### src/hw/rtl/cbtp_pkg.sv
// Shared constants for the counter-based task picker.
package cbtp_pkg;

    // Default sizes handed to the top-level parameters.
    localparam int TASK_SLOTS_DEF   = 16;
    localparam int COUNTER_BITS_DEF = 8;

    // Number of slots that the signal mask covers.
    localparam int SIG_BITS = 16;

    // Run states of a task slot.
    localparam logic [1:0] ST_RUNNING         = 2'd0;
    localparam logic [1:0] ST_INTERRUPTIBLE   = 2'd1;
    localparam logic [1:0] ST_UNINTERRUPTIBLE = 2'd2;
    localparam logic [1:0] ST_UNKNOWN         = 2'd3;

    // Item kinds carried in tuser; the last code takes no action but still yields a result.
    localparam logic [1:0] KIND_LOAD  = 2'd0;
    localparam logic [1:0] KIND_WAKE  = 2'd1;
    localparam logic [1:0] KIND_SCHED = 2'd2;
    localparam logic [1:0] KIND_NONE  = 2'd3;

    // Configuration register indexes and reset values.
    localparam int         CFG_IDX_W       = 1;
    localparam int         CFG_DATA_W      = 8;
    localparam logic [0:0] CFG_DEFAULT_CNT = 1'b0;
    localparam logic [0:0] CFG_MAX_CNT     = 1'b1;
    localparam logic [7:0] DEF_CNT_RESET   = 8'd15;
    localparam logic [7:0] MAX_CNT_RESET   = 8'd30;

endpackage

### src/hw/rtl/cbtp_ram.sv
// Generic single-write, single-read synchronous RAM with registered read data.
module cbtp_ram #(
    parameter int WIDTH = 8,
    parameter int DEPTH = 16
) (
    input  logic                     i_clk,
    input  logic                     i_we,
    input  logic [$clog2(DEPTH)-1:0] i_waddr,
    input  logic [WIDTH-1:0]         i_wdata,
    input  logic [$clog2(DEPTH)-1:0] i_raddr,
    output logic [WIDTH-1:0]         o_rdata
);

    logic [WIDTH-1:0] r_mem [DEPTH];
    logic [WIDTH-1:0] r_rdata;

    // Write port and registered read port.
    always_ff @(posedge i_clk) begin
        if (i_we) begin
            r_mem[i_waddr] <= i_wdata;
        end
        r_rdata <= r_mem[i_raddr];
    end

    assign o_rdata = r_rdata;

endmodule

### src/hw/rtl/counter_based_task_picker_top.sv
// Top level of the counter-based task picker: slot table, run queue and sequencer.
//
//  channel  | direction | handshake         | payload
//  ---------+-----------+-------------------+------------------------------------------
//  s_*      | in        | s_tvalid/s_tready | tuser kind, tdata slot/counter/state/mask
//  m_*      | out       | m_tvalid/m_tready | tdata next_task/switched/recalc/idle
//  i_cfg_*  | in        | i_cfg_wr_en       | i_cfg_idx, i_cfg_data
//
// After acceptance a load reads and then writes its slot entry; a wake reads the slot and,
// unless the task is already queued, marks it running and pushes it to the queue front.
// A schedule updates the current task, unlinks it from the queue when it stops running,
// sweeps the signal slots and pushes each woken task, picks from the queue, recalculates
// every counter when the best one is zero, then hands over the result; RAM walks take one entry per cycle.
// After reset a clearing pass writes every slot RAM entry; no item is taken during it.
// A finished result waits in the output register while the next item is accepted.
module counter_based_task_picker_top
    import cbtp_pkg::*;
#(
    parameter int TASK_SLOTS   = TASK_SLOTS_DEF,
    parameter int COUNTER_BITS = COUNTER_BITS_DEF
) (
    input  logic                  i_clk,
    input  logic                  i_rst_n,
    input  logic                  s_tvalid,
    output logic                  s_tready,
    // task_slot[3:0], counter_value[11:4], new_state[13:12], signal_mask[29:14]
    input  logic [31:0]           s_tdata,
    // kind[1:0]
    input  logic [1:0]            s_tuser,
    output logic                  m_tvalid,
    input  logic                  m_tready,
    // next_task[3:0], switched[4], recalculated[5], idle_fallback[6]
    output logic [7:0]            m_tdata,
    input  logic                  i_cfg_wr_en,
    input  logic [CFG_IDX_W-1:0]  i_cfg_idx,
    input  logic [CFG_DATA_W-1:0] i_cfg_data
);

    localparam int SLOT_W = (TASK_SLOTS > 1) ? $clog2(TASK_SLOTS) : 1;
    localparam int LEN_W  = $clog2(TASK_SLOTS + 1);
    localparam int ENT_W  = COUNTER_BITS + 3;
    localparam int WAKE_N = (TASK_SLOTS < SIG_BITS) ? TASK_SLOTS : SIG_BITS;
    localparam int SUM_W  = ((COUNTER_BITS > CFG_DATA_W) ? COUNTER_BITS : CFG_DATA_W) + 1;
    localparam logic [COUNTER_BITS-1:0] CMAX = '1;

    typedef enum logic [3:0] {
        S_CLEAR, S_IDLE, S_LD_RD, S_LD_WR, S_WK_RD, S_WK_WR, S_PUSH, S_SC_RD,
        S_SC_WR, S_REM, S_SIG_RD, S_SIG_CHK, S_PICK, S_RECALC, S_DONE
    } t_state;

    t_state                  r_state, r_ret;
    logic [LEN_W-1:0]        r_idx, r_widx, r_pa, r_len;
    logic [SLOT_W-1:0]       r_cur, r_slot, r_ps, r_bslot, r_next;
    logic [1:0]              r_nst;
    logic [SIG_BITS-1:0]     r_sig;
    logic [CFG_DATA_W-1:0]   r_cval, r_def, r_max;
    logic [COUNTER_BITS-1:0] r_best;
    logic                    r_pv, r_v2, r_found, r_have, r_recalc, r_idle;
    logic                    r_ov;
    logic [7:0]              r_odata;

    // RAM ports.
    logic                    s_we, q_we;
    logic [SLOT_W-1:0]       s_waddr, s_raddr, q_waddr, q_raddr;
    logic [ENT_W-1:0]        s_wdata, s_rd;
    logic [SLOT_W-1:0]       q_wdata, q_rd;

    // Slot table entry: state, queued flag and counter.
    cbtp_ram #(.WIDTH(ENT_W), .DEPTH(TASK_SLOTS)) u_slot_ram (
        .i_clk(i_clk), .i_we(s_we), .i_waddr(s_waddr), .i_wdata(s_wdata),
        .i_raddr(s_raddr), .o_rdata(s_rd)
    );

    // Run queue order, front at entry 0.
    cbtp_ram #(.WIDTH(SLOT_W), .DEPTH(TASK_SLOTS)) u_queue_ram (
        .i_clk(i_clk), .i_we(q_we), .i_waddr(q_waddr), .i_wdata(q_wdata),
        .i_raddr(q_raddr), .o_rdata(q_rd)
    );

    // Fields of the entry just read.
    logic [COUNTER_BITS-1:0] w_cnt;
    logic                    w_queued;
    logic [1:0]              w_st;
    assign w_cnt    = s_rd[COUNTER_BITS-1:0];
    assign w_queued = s_rd[COUNTER_BITS];
    assign w_st     = s_rd[COUNTER_BITS+2:COUNTER_BITS+1];

    // Input slot, sized to the table, and its range check.
    logic [SLOT_W+3:0] w_slot_ext;
    logic              w_in_range;
    assign w_slot_ext = {{SLOT_W{1'b0}}, s_tdata[3:0]};
    assign w_in_range = ({{LEN_W{1'b0}}, s_tdata[3:0]} < (LEN_W + 4)'(TASK_SLOTS));

    // Next task widened so that the result field is always four bits.
    logic [SLOT_W+3:0] w_next_ext;
    assign w_next_ext = {4'b0, r_next};

    // Saturated load value.
    logic [SUM_W-1:0]        w_ld_ext;
    logic [COUNTER_BITS-1:0] w_ld_sat;
    assign w_ld_ext = SUM_W'(r_cval);
    always_comb begin
        if (w_ld_ext > SUM_W'(CMAX)) begin
            w_ld_sat = CMAX;
        end else begin
            w_ld_sat = w_ld_ext[COUNTER_BITS-1:0];
        end
    end

    // Recalculated counter: half plus default, capped twice.
    logic [SUM_W-1:0]        w_rc_sum, w_rc_cap;
    logic [COUNTER_BITS-1:0] w_rc_sat;
    assign w_rc_sum = SUM_W'(w_cnt >> 1) + SUM_W'(r_def);
    always_comb begin
        if (w_rc_sum > SUM_W'(r_max)) begin
            w_rc_cap = SUM_W'(r_max);
        end else begin
            w_rc_cap = w_rc_sum;
        end
        if (w_rc_cap > SUM_W'(CMAX)) begin
            w_rc_sat = CMAX;
        end else begin
            w_rc_sat = w_rc_cap[COUNTER_BITS-1:0];
        end
    end

    // Signal wakeup test for the slot in the wake sweep.
    logic [SIG_BITS-1:0] w_sig_sh;
    logic                w_wake;
    assign w_sig_sh = r_sig >> r_widx;
    assign w_wake   = (w_st == ST_INTERRUPTIBLE) && w_sig_sh[0] && !w_queued;

    logic [LEN_W-1:0] w_idx_m1, w_pa_m1;
    assign w_idx_m1 = r_idx - 1'b1;
    assign w_pa_m1  = r_pa - 1'b1;

    // RAM port control per sequencer state.
    always_comb begin
        s_we    = 1'b0;
        s_waddr = r_slot;
        s_wdata = s_rd;
        s_raddr = r_slot;
        q_we    = 1'b0;
        q_waddr = r_pa[SLOT_W-1:0];
        q_wdata = q_rd;
        q_raddr = r_idx[SLOT_W-1:0];
        case (r_state)
            S_CLEAR: begin
                s_we    = 1'b1;
                s_waddr = r_idx[SLOT_W-1:0];
                s_wdata = {((r_idx == '0) ? ST_RUNNING : ST_UNINTERRUPTIBLE), 1'b0,
                           {COUNTER_BITS{1'b0}}};
            end
            S_LD_WR: begin
                s_we    = 1'b1;
                s_wdata = {w_st, w_queued, w_ld_sat};
            end
            S_WK_WR: begin
                s_we    = !w_queued;
                s_wdata = {ST_RUNNING, 1'b1, w_cnt};
            end
            S_PUSH: begin
                q_raddr = w_idx_m1[SLOT_W-1:0];
                q_we    = r_pv;
                if (r_idx == '0 && !r_pv) begin
                    q_we    = 1'b1;
                    q_waddr = '0;
                    q_wdata = r_slot;
                end
            end
            S_SC_RD: begin
                s_raddr = r_cur;
            end
            S_SC_WR: begin
                s_we    = 1'b1;
                s_waddr = r_cur;
                s_wdata = {r_nst, (r_nst == ST_RUNNING) && w_queued, w_cnt};
            end
            S_REM: begin
                q_we    = r_pv && r_found;
                q_waddr = w_pa_m1[SLOT_W-1:0];
            end
            S_SIG_RD: begin
                s_raddr = r_widx[SLOT_W-1:0];
            end
            S_SIG_CHK: begin
                s_we    = w_wake;
                s_waddr = r_widx[SLOT_W-1:0];
                s_wdata = {ST_RUNNING, 1'b1, w_cnt};
            end
            S_PICK: begin
                s_raddr = q_rd;
            end
            S_RECALC: begin
                s_raddr = r_idx[SLOT_W-1:0];
                s_we    = r_pv;
                s_waddr = r_pa[SLOT_W-1:0];
                s_wdata = {w_st, w_queued, w_rc_sat};
            end
            default: begin
            end
        endcase
    end

    // Sequencer, queue bookkeeping and output register.
    always_ff @(posedge i_clk) begin
        if (!i_rst_n) begin
            r_state <= S_CLEAR;
            r_ret   <= S_DONE;
            r_idx   <= '0;
            r_len   <= '0;
            r_cur   <= '0;
            r_pv    <= 1'b0;
            r_v2    <= 1'b0;
            r_ov    <= 1'b0;
            r_def   <= DEF_CNT_RESET;
            r_max   <= MAX_CNT_RESET;
        end else begin
            // Configuration writes.
            if (i_cfg_wr_en) begin
                if (i_cfg_idx == CFG_DEFAULT_CNT) begin
                    r_def <= i_cfg_data;
                end else begin
                    r_max <= i_cfg_data;
                end
            end

            // The output register empties when taken, unless it is refilled below.
            if (r_ov && m_tready && r_state != S_DONE) begin
                r_ov <= 1'b0;
            end

            case (r_state)
                S_CLEAR: begin
                    r_idx <= r_idx + 1'b1;
                    if (r_idx == LEN_W'(TASK_SLOTS - 1)) begin
                        r_state <= S_IDLE;
                    end
                end
                S_IDLE: begin
                    if (s_tvalid) begin
                        r_slot   <= w_slot_ext[SLOT_W-1:0];
                        r_cval   <= s_tdata[11:4];
                        r_nst    <= (s_tdata[13:12] == ST_UNKNOWN) ? ST_UNINTERRUPTIBLE
                                                                    : s_tdata[13:12];
                        r_sig    <= s_tdata[29:14];
                        r_next   <= r_cur;
                        r_recalc <= 1'b0;
                        r_idle   <= 1'b0;
                        r_ret    <= S_DONE;
                        case (s_tuser)
                            KIND_LOAD:  r_state <= w_in_range ? S_LD_RD : S_DONE;
                            KIND_WAKE:  r_state <= w_in_range ? S_WK_RD : S_DONE;
                            KIND_SCHED: r_state <= S_SC_RD;
                            default:    r_state <= S_DONE;
                        endcase
                    end
                end
                S_LD_RD: r_state <= S_LD_WR;
                S_LD_WR: r_state <= S_DONE;
                S_WK_RD: r_state <= S_WK_WR;
                S_WK_WR: begin
                    r_idx <= r_len;
                    r_pv  <= 1'b0;
                    r_state <= w_queued ? S_DONE : S_PUSH;
                end
                // Shift the queue back by one, last entry first, then fill the front.
                S_PUSH: begin
                    if (r_idx != '0) begin
                        r_pa  <= r_idx;
                        r_idx <= w_idx_m1;
                        r_pv  <= 1'b1;
                    end else begin
                        r_pv <= 1'b0;
                        if (!r_pv) begin
                            r_len   <= r_len + 1'b1;
                            r_state <= r_ret;
                        end
                    end
                end
                S_SC_RD: r_state <= S_SC_WR;
                S_SC_WR: begin
                    r_idx   <= '0;
                    r_widx  <= '0;
                    r_pv    <= 1'b0;
                    r_found <= 1'b0;
                    r_ret   <= S_SIG_RD;
                    if (r_nst != ST_RUNNING && w_queued) begin
                        r_state <= S_REM;
                    end else begin
                        r_state <= S_SIG_RD;
                    end
                end
                // Unlink the current task; entries behind it move forward by one.
                S_REM: begin
                    if (r_idx < r_len) begin
                        r_pa  <= r_idx;
                        r_idx <= r_idx + 1'b1;
                        r_pv  <= 1'b1;
                    end else begin
                        r_pv <= 1'b0;
                    end
                    if (r_pv && !r_found && q_rd == r_cur) begin
                        r_found <= 1'b1;
                    end
                    if (!(r_idx < r_len) && !r_pv) begin
                        r_len   <= r_len - 1'b1;
                        r_state <= S_SIG_RD;
                    end
                end
                // Signal wakeups in slot order.
                S_SIG_RD: begin
                    if (r_widx == LEN_W'(WAKE_N)) begin
                        r_idx   <= '0;
                        r_pv    <= 1'b0;
                        r_v2    <= 1'b0;
                        r_have  <= 1'b0;
                        r_state <= S_PICK;
                    end else begin
                        r_state <= S_SIG_CHK;
                    end
                end
                S_SIG_CHK: begin
                    r_widx <= r_widx + 1'b1;
                    if (w_wake) begin
                        r_slot  <= r_widx[SLOT_W-1:0];
                        r_idx   <= r_len;
                        r_pv    <= 1'b0;
                        r_state <= S_PUSH;
                    end else begin
                        r_state <= S_SIG_RD;
                    end
                end
                // Queue walk: order read, slot read, counter compare.
                S_PICK: begin
                    if (r_idx < r_len) begin
                        r_idx <= r_idx + 1'b1;
                        r_pv  <= 1'b1;
                    end else begin
                        r_pv <= 1'b0;
                    end
                    r_v2 <= r_pv;
                    r_ps <= q_rd;
                    if (r_v2 && (!r_have || w_cnt > r_best)) begin
                        r_have  <= 1'b1;
                        r_best  <= w_cnt;
                        r_bslot <= r_ps;
                    end
                    if (!(r_idx < r_len) && !r_pv && !r_v2) begin
                        r_next   <= r_have ? r_bslot : '0;
                        r_idle   <= (r_len == '0);
                        r_recalc <= r_have && (r_best == '0);
                        r_idx    <= '0;
                        r_state  <= (r_have && r_best == '0) ? S_RECALC : S_DONE;
                    end
                end
                // Recompute every counter, reading one slot while writing the previous.
                S_RECALC: begin
                    if (r_idx != LEN_W'(TASK_SLOTS)) begin
                        r_pa  <= r_idx;
                        r_idx <= r_idx + 1'b1;
                        r_pv  <= 1'b1;
                    end else begin
                        r_pv <= 1'b0;
                        if (!r_pv) begin
                            r_state <= S_DONE;
                        end
                    end
                end
                // Hand the result to the output register once it is free.
                S_DONE: begin
                    if (!r_ov || m_tready) begin
                        r_ov    <= 1'b1;
                        r_odata <= {1'b0, r_idle, r_recalc, (r_next != r_cur),
                                    w_next_ext[3:0]};
                        r_cur   <= r_next;
                        r_state <= S_IDLE;
                    end else if (r_ov && m_tready) begin
                        r_ov <= 1'b0;
                    end
                end
                default: r_state <= S_IDLE;
            endcase
        end
    end

    assign s_tready = (r_state == S_IDLE);
    assign m_tvalid = r_ov;
    assign m_tdata  = r_odata;

endmodule

### config.mk
export PLATFORM = sky130hd
export DESIGN_NAME = counter_based_task_picker_top
export DESIGN_NICKNAME = d
export VERILOG_FILES = /design/src/hw/rtl/cbtp_pkg.sv /design/src/hw/rtl/cbtp_ram.sv /design/src/hw/rtl/counter_based_task_picker_top.sv
export SDC_FILE = /design/constraint.sdc
export NUM_CORES = 1
export LEC_CHECK = 0
export BUFFER_PORTS_ARGS = -buffer_cell sky130_fd_sc_hd__buf_2
export CORE_MARGIN = 5
export CORE_UTILIZATION = 42
export CTS_CLUSTER_SIZE = 10
export DETAILED_ROUTE_END_ITERATION = 7
export GPL_TIMING_DRIVEN = 0
export MAX_ROUTING_LAYER = met4
export PLACE_DENSITY_LB_ADDON = 0.3
export SYNTH_ARGS = -nofsm -noshare
export SYNTH_HDL_FRONTEND = slang
export SYNTH_HIERARCHICAL = 1
export SYNTH_SLANG_ARGS = --single-unit
### constraint.sdc
create_clock -name i_clk -period 11.26 [get_ports i_clk]
set_input_delay 1.689 -clock i_clk [delete_from_list [all_inputs] [get_ports i_clk]]
set_output_delay 1.689 -clock i_clk [all_outputs]
set_load 0.05 [all_outputs]
Yosys cells after proc, flatten, opt, wreduce, memory -nomap -nowiden
Memories as Yosys holds them, arrays and structs flattened. A register that Yosys moved wholly into a read port is not among the register bits. Index checks and enable logic that the tools add are counted.

Add/subtract/negate cells: 7. Magnitude comparators: 5. Equal/unequal tests: 40. Shift operators: 1. Multiplexer cells: 80. Bitwise logic cells: 1. Reduce and logical (&&, ||, !) cells: 64.

Operators with widths (count): $mux W4 (24); $pmux W4 S15 (1); $pmux W11 S5 (1); $mux W5 (9); $pmux W5 S9 (1); $ne A2 B2 Y1 const B (16); $pmux W4 S2 (4); $pmux W4 S4 (2); $eq A4 B4 Y1 const B (7); $pmux W4 S3 (2); $pmux W5 S2 (2); $mux W1 (19); $eq A4 B3 Y1 const B (4); $mux W8 (2); $reduce_and A4 Y1 (4); $reduce_bool A2 Y1 (8); $shr A16 B5 Y1 (1); $add A5 B1 Y5 const B (3); $reduce_and A3 Y1 (5); $logic_and A1 B1 Y1 (14); $reduce_and A2 Y1 (7); $pmux W1 S2 (6); $logic_not A5 Y1 (2); $reduce_and A5 Y1 (2); 36 further kinds (52).

Register bits after elaboration: 111. Bits in writable memories: 240. Input port bits: 48. Output and inout port bits: 10. Memories kept: 2.

Memory list: u_slot_ram.r_mem (words 16, bits a word 11, rd ports 1, clocked after memory_dff 1, write ports 1, line cbtp_ram.sv:14) `logic [WIDTH-1:0] r_mem [DEPTH];`; u_queue_ram.r_mem (words 16, bits a word 4, rd ports 1, clocked after memory_dff 1, write ports 1, line cbtp_ram.sv:14).

Depth between registers and ports, before layout
Gate-level depths: netlist of the first run.

Depth after elaboration: 6. Mapped depth: 15. Mapped depth without buffers: 15.

Hierarchy
Netlist of the first run, hierarchy kept.

By module, submodules not included: cbtp_ram (u_slot_ram) (times used 1, cells an instance 305, area an instance 6998.0 sq um); counter_based_task_picker_top (times used 1, cells an instance 744, area an instance 6777.8 sq um); cbtp_ram (u_queue_ram) (times used 1, cells an instance 130, area an instance 2666.3 sq um).

Least setup slack after synthesis of the first run
OpenSTA, ideal clock, no wires.

Kind: flip-flop to flip-flop. Start: reg u_slot_ram.r_rdata[1] (netlist: u_slot_ram/o_rdata[1]) (read register of u_slot_ram.r_mem). End: mem u_slot_ram/r_mem[0][0] in the netlist's numbering (data pin). Data arrival time: 3641 ps. Setup slack: 7289 ps. Cell stages (with the launch flop): 15. Path buffers: 0. Clock period less this slack: 3971 ps. Cells stage by stage: dfxtp_1 > ha_1 > inv_1 > fa_1 > nor2b_1 > o21ai_0 > a21boi_0 > o22ai_1 > xnor2_1 > ha_1 > nand4_1 > nor2_1 > o211ai_1 > mux2i_1 > o21ai_0.

Longest elaborated chain between the ends: 6.

RTL lines: start, declared (line cbtp_ram.sv:15) `logic [WIDTH-1:0] r_rdata;`; $add A7 B8 Y9 (*) (line counter_based_task_picker_top.sv:113) `assign w_rc_sum = SUM_W'(w_cnt >> 1) + SUM_W'(r_def);`; $gt A9 B8 Y1 (line counter_based_task_picker_top.sv:115) `if (w_rc_sum > SUM_W'(r_max)) begin`; $mux W9 (*) (line counter_based_task_picker_top.sv:115); $gt A9 B8 Y1 (line counter_based_task_picker_top.sv:120) `if (w_rc_cap > SUM_W'(CMAX)) begin`; $mux W8 (*) (line counter_based_task_picker_top.sv:120); $pmux W11 S5 (*) (line counter_based_task_picker_top.sv:147) `case (r_state)`; named net s_wdata[0] (line counter_based_task_picker_top.sv:65) `logic [ENT_W-1:0] s_wdata, s_rd;`; end, declared (line cbtp_ram.sv:14).

The timed path passes the listed nets; every way through them passes the cells marked *.

Final worst setup path of the first run
Start: reg u_slot_ram.r_rdata[1] (netlist: u_slot_ram/o_rdata[1]) (read register of u_slot_ram.r_mem). End: mem u_slot_ram/r_mem[12][0] in the netlist's numbering (data pin).

The elaborated chain is that of the path after synthesis.

==> results of run 1 <==
==> critical path, stage by stage, from the launching register on <==
cell and delay (ps):
dfxtp_1 470, ha_1 230, inv_1 60, fa_1 420, nor2b_1 130, o21ai_0 140
a21boi_0 390, o22ai_1 140, xnor2_1 280, ha_1 310, nand4_1 80, nor2_1 60
o211ai_1 800, mux2i_1 210, o21ai_1 880
==> final timing paths <==
check,start,endpoint,slack [ps],cells past startpoint
worst max-delay path,u_slot_ram/o_rdata[1],u_slot_ram/r_mem[12][0],6290,14
worst min register to register,r_ps[3],r_bslot[3],420,0
worst max register to register,u_slot_ram/o_rdata[1],u_slot_ram/r_mem[12][0],6290,14
worst min-delay path,r_ps[3],r_bslot[3],420,0
==> stage by stage <==
step / total power (W) / instance area [µm²]
floorplan: 0.00292 / 16400
global placement: 0.00335 / 17400
detailed placement: 0.00341 / 17500
CTS: 0.00464 / 18700
global route: 0.00486 / 18700
finish: 0.00462 / 18700
==> layout make-up <==
cell class | instances | area, µm²
Antenna cell | 2 | 5.00
Buffer | 58 | 319
Clock buffer | 59 | 1140
Clock inverter | 7 | 73.8
Fill cell | 3320 | 19900
Inverter | 47 | 176
Multi-Input combinational cell | 711 | 5610
Sequential cell | 363 | 10400
Tap cell | 518 | 648
Timing Repair Buffer | 65 | 370
==> registers in the layout, summed over array words and instances, names as in the netlist, 7 cells and up <==
register / count
r_sig: 16
r_max: 8
m_tdata: 7
u_queue_ram/r_mem: 64
r_best: 8
u_slot_ram/r_mem: 176
r_def: 8
r_cval: 8
u_slot_ram/o_rdata: 11
==> metal layers <==
layer  routed length, µm  vias up  share of wire
li1                    -     4778              -
met2               17800      409           0.45
met5                   0        -              0
met1               18000     5167           0.46
met3                2740       64          0.070
met4                 831        0          0.021
==> power groups by stage <==
stage	clock, W	combinational (W)	sequential [W]
2_1_floorplan	0	0.00104	0.00188
3_3_place_gp	0	0.00142	0.00193
3_5_place_dp	0	0.00149	0.00193
4_1_cts	0.00125	0.00149	0.00190
5_1_grt	0.00131	0.00164	0.00192
6_report	0.00121	0.00150	0.00190
==> placed cells by master (no fill, tap or decap), drive strengths merged, types with 7 or more instances in the layout <==
cell	netlist	layout
clkinv	2	8
dfxtp	53	53
buf	25	90
o21a	9	9
a22oi	35	35
a21o	7	7
nor3	23	23
inv	45	46
nand4	7	7
o211ai	9	9
clkbuf	33	92
ha	38	38
o221ai	8	8
nor2	90	90
nand2b	13	13
edfxtp	310	310
a21oi	57	57
xnor2	20	20
mux4	64	64
mux2i	19	19
a31oi	11	11
nor2b	17	17
nand2	113	113
nand3	33	33
mux2	8	8
o22ai	7	7
o21ai	46	46
==> cells by family (layout without fill, tap and decap cells) <==
kind of cell               Yosys count  in the layout  synth area share
muxes                               91             91             0.112
other                                1              3          0.000228
adders and majority gates           40             40            0.0314
xor gates and xnor gates            26             26            0.0138
AOI/OAI and AO/OA                  224            224            0.0905
and+or+nand+nor                    329            329            0.0915
DFF                                363            363             0.631
buffers and inverters              105            236            0.0301
==> flow_metrics.py, run 1 <==
metrics = {
    "floorplan": {
        "die_x_um": 208,
        "die_h_um": 208,
        "io_pins": 58,
        "die_area_mm2": 0.0432,
        "core.rowCount": 72,
        "coreArea_mm2": 0.0386,
        "start_util": 0.425,
    },
    "timing": {
        "worst_clock_skew_ps": 16.0,
        "slew_headroom": 0.175,
        "period_minus_slack_ps": 4970,
        "fin_crit_sh": 0.442,
        "hold_slack_ps": 418,
        "finalSetupTns_ps": 0,
        "slew_viol_final": 0,
        "setup_viol": 0,
        "fmax_ghz": 0.201,
        "setup_slack_ps": 6290,
        "hold_viol": 0,
        "worst_pin_slew_ps": 1230,
        "rsz0062_at_grt": "no",
    },
    "clock_tree": {
        "htreeDepth": 2,
        "path_clk_slew_ps": 60,
        "numCtsBuffers": 43,
        "tritoncts": "done",
        "post_cts_buffers": 0,
        "cts_max_path_buffers": 3,
        "post_cts_resized": 0,
        "clk_latency_ps": 560,
        "clock_sink_count": 363,
        "hold_buffers": 0,
        "clock-root-buffer": "clkbuf_16",
    },
    "global_routing": {
        "grtUsageTotal": 0.184,
        "busiest_layer": "met2",
        "met2_usage": 0.274,
        "grt_pass1_wl_um": 60900,
        "grt_use_met1": 0.261,
        "grt_pass1_vias": 10339,
        "grt_antenna_before_repair": 2,
        "grt_max_degree": 27,
        "use_met3": 0.0361,
        "globalRoute.totalOverflow": 0,
    },
    "placed_design": {
        "gp_congestion": 0.945,
        "io_buffers": 53,
        "place_inst": 1761,
        "place_ws_ps": 6380,
        "hpwl_um": 27800,
    },
    "yosys": {
        "netlist.area_leader.share": 0.566,
        "yosysTopAreaCell": "edfxtp_1",
        "ys_types": 70,
        "mappedNetlistArea_mm2": 0.0164,
        "yosys_warnings": 6,
        "synthTopCellsByCount": "edfxtp_1 (310), nand2_1 (113), nor2_1 (90)",
        "ys_ff_latch": 363,
        "synth_cells": 1179,
        "synth_fp_nets": 1267,
        "ys_seq_area_frac": 0.631,
        "synth_edf_count": 310,
        "synth_area_leaders": "edfxtp_1 (57%), dfxtp_1 (6.5%), mux4_1 (5.0%)",
        "synth_ff_type": "edfxtp_1",
        "syn-mean-instance-area_um2": 13.9,
        "async_flop_share": 0,
        "yosysMostFrequentCell": "edfxtp_1",
    },
    "cells_and_area": {
        "utilization": 0.484,
        "syn_to_final_growth_pct": 13.8,
        "final_cells": 1830,
        "final_nets": 1377,
        "layout-drive-gt1-share": 0.146,
    },
    "power_and_ir_drop": {
        "p_int_w": 0.00306,
        "power_frac_seq": 0.412,
        "peakVddDrop_mv": 0.107,
        "power.share.clock": 0.263,
        "switchingPower_w": 0.00156,
        "switching_share": 0.338,
        "powerDensity_mw_per_mm2": 247,
        "power_frac_comb": 0.325,
        "leakage_nw": 6.52,
    },
    "flow_run": {
        "drv_cap": 0,
    },
    "critical_path": {
        "worst_setup_path_end_kind": "flip-flop",
        "critical_path_peak_fanout": 16,
        "cp-start-kind": "flip-flop",
        "required_ps": 11460,
        "arrival_ps": 5170,
        "criticalPathCategory": "flip-flop to flip-flop",
    },
    "route": {
        "viasPerCell": 5.69,
        "drtIter0Drc": 1037,
        "firstDrtPassIters": 5,
        "vias": 10418,
        "wl_per_cell_um": 21.5,
        "totalWireLength_um": 39400,
        "drcViolationCount": 0,
        "ant_nets": 0,
    },
    "outcome": {
        "status": "completed",
    },
    "hold_path": {
        "hold_path.class": "flip-flop to flip-flop",
    },
}
Power figures use the tool's default switching activity.
==> run 2: changes to the inputs <==
==> constraint.sdc (replaced) <==
create_clock -name i_clk -period 4.17 [get_ports i_clk]
set_input_delay 0.6255 -clock i_clk [delete_from_list [all_inputs] [get_ports i_clk]]
set_output_delay 0.6255 -clock i_clk [all_outputs]
set_load 0.05 [all_outputs]
==> flow_metrics.py, run 2 (synthesis results as in run 1) <==
metrics = {
    "clock_tree": {
        "numCtsBuffers": 43,
        "clock-root-buffer": "clkbuf_16",
        "clock_sink_count": 363,
        "hold_buffers": 0,
        "clk_latency_ps": 560,
        "cts_max_path_buffers": 3,
        "path_clk_slew_ps": 50,
        "htreeDepth": 2,
        "tritoncts": "done",
    },
    "power_and_ir_drop": {
        "peakVddDrop_mv": 0.288,
        "power.share.clock": 0.260,
        "switching_share": 0.338,
        "power_frac_seq": 0.408,
        "power_frac_comb": 0.332,
        "powerDensity_mw_per_mm2": 670,
        "leakage_nw": 6.56,
        "power_w": 0.0126,
        "p_int_w": 0.00834,
        "switchingPower_w": 0.00426,
    },
    "timing": {
        "worst_pin_slew_ps": 1190,
        "setup_viol": 0,
        "fin_crit_sh": 0.988,
        "setup_slack_ps": 49.4,
        "slew_viol_final": 0,
        "slew_headroom": 0.204,
        "fmax_ghz": 0.243,
        "rsz0062_at_grt": "yes",
        "hold_viol": 0,
        "period_minus_slack_ps": 4120,
        "worst_clock_skew_ps": 13.9,
    },
    "outcome": {
        "status": "completed",
    },
    "cells_and_area": {
        "regMostFlops": "u_slot_ram/r_mem",
        "layout_common_cells": "edfxtp_1 (310), nand2_1 (113), nor2_1 (81), buf_2 (60), a21oi_1 (56)",
        "layout-drive-gt1-share": 0.160,
        "reg.largest.list": "u_slot_ram/r_mem: 176 flops, u_queue_ram/r_mem: 64 flops, r_sig: 16 flops",
        "syn_to_final_growth_pct": 14.3,
        "final_common_cell": "edfxtp_1",
        "final_cells": 1835,
        "final_nets": 1382,
        "final_area_mm2": 0.0188,
        "largest_reg_flops": 176,
    },
    "route": {
        "drcViolationCount": 0,
        "viasPerCell": 5.67,
        "vias": 10407,
        "wl_per_cell_um": 21.5,
        "totalWireLength_um": 39500,
        "firstDrtPassIters": 6,
        "drtIter0Drc": 1018,
        "ant_nets": 0,
    },
    "floorplan": {
        "die_x_um": 208,
        "coreArea_mm2": 0.0386,
        "core.rowCount": 72,
        "io_pins": 58,
        "die_h_um": 208,
        "die_area_mm2": 0.0432,
        "start_util": 0.425,
    },
    "critical_path": {
        "rrSetupSlack_ps": 50,
        "criticalPathCategory": "flip-flop to flip-flop",
        "critical_path_peak_fanout": 11,
        "r2r_end": "u_slot_ram/r_mem[7][2]",
        "reg2reg_depth": 8,
        "worst_setup_path_end_kind": "flip-flop",
        "cp-start-kind": "flip-flop",
        "arrival_ps": 4290,
        "crit_start": "r_state[0]",
        "required_ps": 4340,
        "cp-endpoint": "u_slot_ram/r_mem[7][2]",
        "r2r_start": "r_state[0]",
    },
    "placed_design": {
        "placed_cell_area_mm2": 0.0175,
        "gp_congestion": 0.945,
        "hpwl_um": 27800,
        "place_inst": 1761,
        "io_buffers": 53,
        "place_ws_ps": -714,
    },
    "global_routing": {
        "grtUsageTotal": 0.185,
        "globalRoute.totalOverflow": 0,
        "grt_antenna_before_repair": 2,
        "grt_pass1_wl_um": 61000,
        "grt_max_degree": 27,
        "grt_pass1_vias": 10363,
    },
    "hold_path": {
        "hold_path.class": "primary input to flip-flop",
    },
    "flow_run": {
        "drv_cap": 0,
    },
}
[run 2: cell types whose count changed in the layout (fill, tap and decap cells not counted), sizes merged]
cell  before  now
buf       90   95
[run 2: metal layers]
layer,part of all wire,global-route usage,vias to the layer above
met2,0.45,0.274,370
li1,-,-,4782
met3,0.069,0.0361,69
met4,0.021,0.0541,0
met5,0,-,-
met1,0.46,0.261,5186
[run 2: critical path, stage by stage (launching register included)]
cell      delay, ps
dfxtp_1         390
clkbuf_1        270
nand2b_1        350
nor3_1          960
a22oi_1         180
o21ai_0         180
mux2_2          310
nand2_1         180
nor2_1          890
[run 2: how the worst min path moves through the flow]
stage                      from          to  slack, ps  depth (start not counted)
detailed placement      r_ps[3]  r_bslot[3]        400                          0
global placement        r_ps[2]  r_bslot[2]        400                          0
floorplan              r_recalc  m_tdata[5]        400                          0
global route        s_tdata[21]    r_sig[7]        220                          1
finish               s_tdata[6]   r_cval[2]        240                          1
CTS                 s_tdata[21]    r_sig[7]        210                          1
[run 2: layout make-up]
| class | count | area, µm² |
|---|---|---|
| buffer | 58 | 319 |
| sequential | 363 | 10400 |
| antenna | 2 | 5.00 |
| clock inverter | 7 | 73.8 |
| clock buffer | 59 | 1140 |
| timing repair buffer | 70 | 408 |
| fill | 3306 | 19800 |
| multi-input combinational | 711 | 5660 |
| tap | 518 | 648 |
| inverter | 47 | 176 |
[run 2: repair_timing]
action / in CTS / in global routing
hold endpoints to repair: 0 / 0
setup endpoints to repair: 128 / 257
cloned: 0 / 0
resized for setup: 2 / 16
setup buffers: 4 / 1
pin swaps: 1 / 2
[run 2: per-stage QoR]
stage	hold slack (ps)	setup TNS, ps	utilization
after detailed placement	405	-36090	0.452
after global placement	401	-163370	0.449
after CTS	208	0	0.485
after global routing	219	-2400	0.486
final	241	0	0.486
after floorplan	400	0	-
[run 2: power groups by stage]
| stage | clock network (W) | registers (W) | logic (W) |
|---|---|---|---|
| 2_1_floorplan | 0 | 0.00507 | 0.00280 |
| 3_3_place_gp | 0 | 0.00522 | 0.00384 |
| 3_5_place_dp | 0 | 0.00520 | 0.00401 |
| 4_1_cts | 0.00336 | 0.00513 | 0.00412 |
| 5_1_grt | 0.00353 | 0.00517 | 0.00456 |
| 6_report | 0.00328 | 0.00514 | 0.00419 |
==> run 3: changes to the inputs <==
--- a/config.mk
+++ b/config.mk
@@ -5,10 +5,11 @@
 export SDC_FILE = /design/constraint.sdc
 export NUM_CORES = 1
 export LEC_CHECK = 0
+export ABC_AREA = 1
 export BUFFER_PORTS_ARGS = -buffer_cell sky130_fd_sc_hd__buf_2
 export CORE_MARGIN = 5
 export CORE_UTILIZATION = 42
-export CTS_CLUSTER_SIZE = 10
+export CTS_CLUSTER_SIZE = 12
 export DETAILED_ROUTE_END_ITERATION = 7
 export GPL_TIMING_DRIVEN = 0
 export MAX_ROUTING_LAYER = met4
==> flow_metrics.py, run 3 <==
metrics = {
    "route": {
        "ant_nets": 0,
        "wl_per_cell_um": 18.5,
        "drtIter0Drc": 1176,
        "totalWireLength_um": 47100,
        "firstDrtPassIters": 6,
        "drcViolationCount": 0,
        "vias": 13166,
        "viasPerCell": 5.18,
    },
    "yosys": {
        "synth_fa_ha_area_frac": 0.0296,
        "synth-simple-area-share": 0.219,
        "synth_top_family_by_area": "simple AND/OR/NAND/NOR gates",
        "ys_seq_area_frac": 0.596,
        "yosysTopAreaCell": "edfxtp_1",
        "mappedNetlistArea_mm2": 0.0174,
        "synthTopCellsByCount": "nand2_1 (498), edfxtp_1 (310), inv_1 (290)",
        "yosysMostFrequentCell": "nand2_1",
        "synth_cells": 1860,
        "synth-compound-area-share": 0.0607,
        "synth_xor_area_frac": 0.00755,
        "netlist.area_leader.share": 0.535,
        "synth_ff_type": "edfxtp_1",
        "synth_area_leaders": "edfxtp_1 (53%), nand2_1 (11%), nand3_1 (7.0%)",
        "yosys_warnings": 6,
        "syn-mean-instance-area_um2": 9.36,
        "ys_types": 49,
        "async_flop_share": 0,
        "synthMuxAreaShare": 0,
        "synth_edf_count": 310,
        "synth_fp_nets": 1948,
        "ys_ff_latch": 363,
    },
    "cells_and_area": {
        "layout-drive-gt1-share": 0.112,
        "regMostFlops": "u_slot_ram/r_mem",
        "largest_reg_flops": 176,
        "syn_to_final_growth_pct": 14.8,
        "layout_common_cells": "nand2_1 (498), edfxtp_1 (310), inv_1 (290), nand3_1 (243), nor2_1 (107)",
        "reg.largest.list": "u_slot_ram/r_mem: 176 flops, u_queue_ram/r_mem: 64 flops, r_sig: 16 flops",
        "final_common_cell": "nand2_1",
        "final_nets": 2059,
        "final_cells": 2540,
    },
    "clock_tree": {
        "clock-root-buffer": "clkbuf_16",
        "clk_latency_ps": 570,
        "htreeDepth": 2,
        "cts_max_path_buffers": 3,
        "path_clk_slew_ps": 60,
        "clock_sink_count": 363,
        "tritoncts": "done",
        "numCtsBuffers": 42,
    },
    "global_routing": {
        "grt_antenna_before_repair": 4,
        "grtUsageTotal": 0.211,
        "grt_pass1_vias": 12687,
        "grt_use_met1": 0.283,
        "busiest_layer": "met2",
        "grt_pass1_wl_um": 71600,
        "grt_max_degree": 19,
        "globalRoute.totalOverflow": 0,
        "use_met3": 0.0367,
        "met2_usage": 0.325,
    },
    "floorplan": {
        "coreArea_mm2": 0.0409,
        "core.rowCount": 74,
        "die_area_mm2": 0.0456,
        "die_x_um": 214,
        "start_util": 0.425,
        "die_h_um": 214,
        "io_pins": 58,
    },
    "timing": {
        "setup_viol": 0,
        "setup_slack_ps": 354,
        "period_minus_slack_ps": 3820,
        "worst_clock_skew_ps": 23.3,
        "fmax_ghz": 0.262,
        "hold_viol": 0,
        "slew_viol_final": 0,
        "worst_pin_slew_ps": 1320,
        "slew_headroom": 0.116,
        "rsz0062_at_grt": "no",
        "fin_crit_sh": 0.915,
    },
    "critical_path": {
        "cp-start-kind": "flip-flop",
        "critical_path_peak_fanout": 10,
        "arrival_ps": 4210,
        "criticalPathCategory": "flip-flop to flip-flop",
        "required_ps": 4570,
        "worst_setup_path_end_kind": "flip-flop",
    },
    "placed_design": {
        "io_buffers": 54,
        "place_ws_ps": -213,
        "place_inst": 2453,
        "gp_congestion": 0.957,
        "hpwl_um": 33700,
    },
    "power_and_ir_drop": {
        "leakage_nw": 8.58,
        "switchingPower_w": 0.00517,
        "peakVddDrop_mv": 0.368,
        "power.share.clock": 0.257,
        "power_frac_comb": 0.358,
        "power_frac_seq": 0.384,
        "switching_share": 0.373,
        "p_int_w": 0.00871,
        "powerDensity_mw_per_mm2": 694,
    },
    "outcome": {
        "status": "completed",
    },
    "hold_path": {
        "hold_path.class": "primary input to flip-flop",
    },
    "flow_run": {
        "drv_cap": 0,
    },
}
-- run 3: changes by cell type after synthesis, moves of 17 or more --
cell | previous run | this run
mux4_1 | 31 | 0
nand2_1 | 113 | 498
mux2i_1 | 19 | 0
nor2b_1 | 17 | 0
a22oi_1 | 35 | 1
mux4_2 | 33 | 0
nor2_1 | 90 | 108
nand3_1 | 33 | 243
buf_2 | 7 | 25
inv_1 | 44 | 290
o21ai_0 | 46 | 68
clkbuf_1 | 32 | 11
-- run 3: what timing repair did --
| action | 4_1_cts | 5_1_grt |
|---|---|---|
| pin swaps | 0 | 6 |
| gates resized for setup | 6 | 2 |
| buffers inserted | 0 | 6 |
| hold buffers | 0 | 0 |
| setup endpoints to repair | 88 | 119 |
-- run 3: logic make-up (layout without fill, tap and decap cells) --
logic type,count (synthesis),after routing
xor+xnor,15,15
simple gates,891,891
fa+ha+maj,40,40
compound gates,183,183
flops,363,363
buf+inv,367,512
other cells,1,4
-- run 3: path summary, 6_finish.rpt --
check                        start                     end  slack, ps  cells after the start
min reg2reg                r_ps[1]              r_bslot[1]        420                      0
min                     s_tdata[6]               r_cval[2]        240                      1
max reg2reg  u_slot_ram/o_rdata[1]  u_slot_ram/r_mem[1][3]        350                     20
max          u_slot_ram/o_rdata[1]  u_slot_ram/r_mem[1][3]        350                     20
-- run 3: critical path: stages, from the launching register on --
cell     delay (ps)
dfxtp_1         440
ha_1            220
inv_1            50
fa_1            420
o21ai_1         290
nand3_1         110
nand2_1         100
xor2_1          210
inv_1            70
ha_1            290
nand2_1          80
inv_1            60
nand2_1          50
nand2_1          50
nand2_1          50
nand3_2         150
nand2_1         230
nand2_1         110
nand3_1         120
a21oi_4         330
buf_8           210
-- run 3: power groups by stage --
stage	clock (W)	combinational (W)	sequential [W]
finish	0.00357	0.00498	0.00534
global placement	0	0.00438	0.00544
floorplan	0	0.00300	0.00529
global route	0.00380	0.00547	0.00538
detailed placement	0	0.00462	0.00542
CTS	0.00364	0.00470	0.00534
-- run 3: layout make-up --
| cell class | instances | area, µm² |
|---|---|---|
| clock buffers | 55 | 1140 |
| repair buffers | 67 | 473 |
| plain buffers | 58 | 358 |
| fillers | 3790 | 20900 |
| well taps | 532 | 666 |
| multi-input cells | 1130 | 5600 |
| flip-flops and latches | 363 | 10400 |
| inverters | 309 | 1170 |
| clock inverters | 23 | 210 |
| diodes | 3 | 7.51 |
-- run 3: stage by stage --
step	utilization	power (W)	TNS, ps	area, µm²	hold WS (ps)
6_report	0.489	0.0139	0	20000	241
3_5_place_dp	0.451	0.0100	-13120	18500	405
3_3_place_gp	0.448	0.00981	-92480	18300	405
2_1_floorplan	-	0.00828	0	17400	400
5_1_grt	0.489	0.0147	0	20000	222
4_1_cts	0.485	0.0137	0	19900	213
-- run 3: metal layers --
layer  vias up  wire [µm]
li1       6390          -
met1      6240      20600
met2       443      21900
met3        93       3110
met4         0       1410
met5         -          0
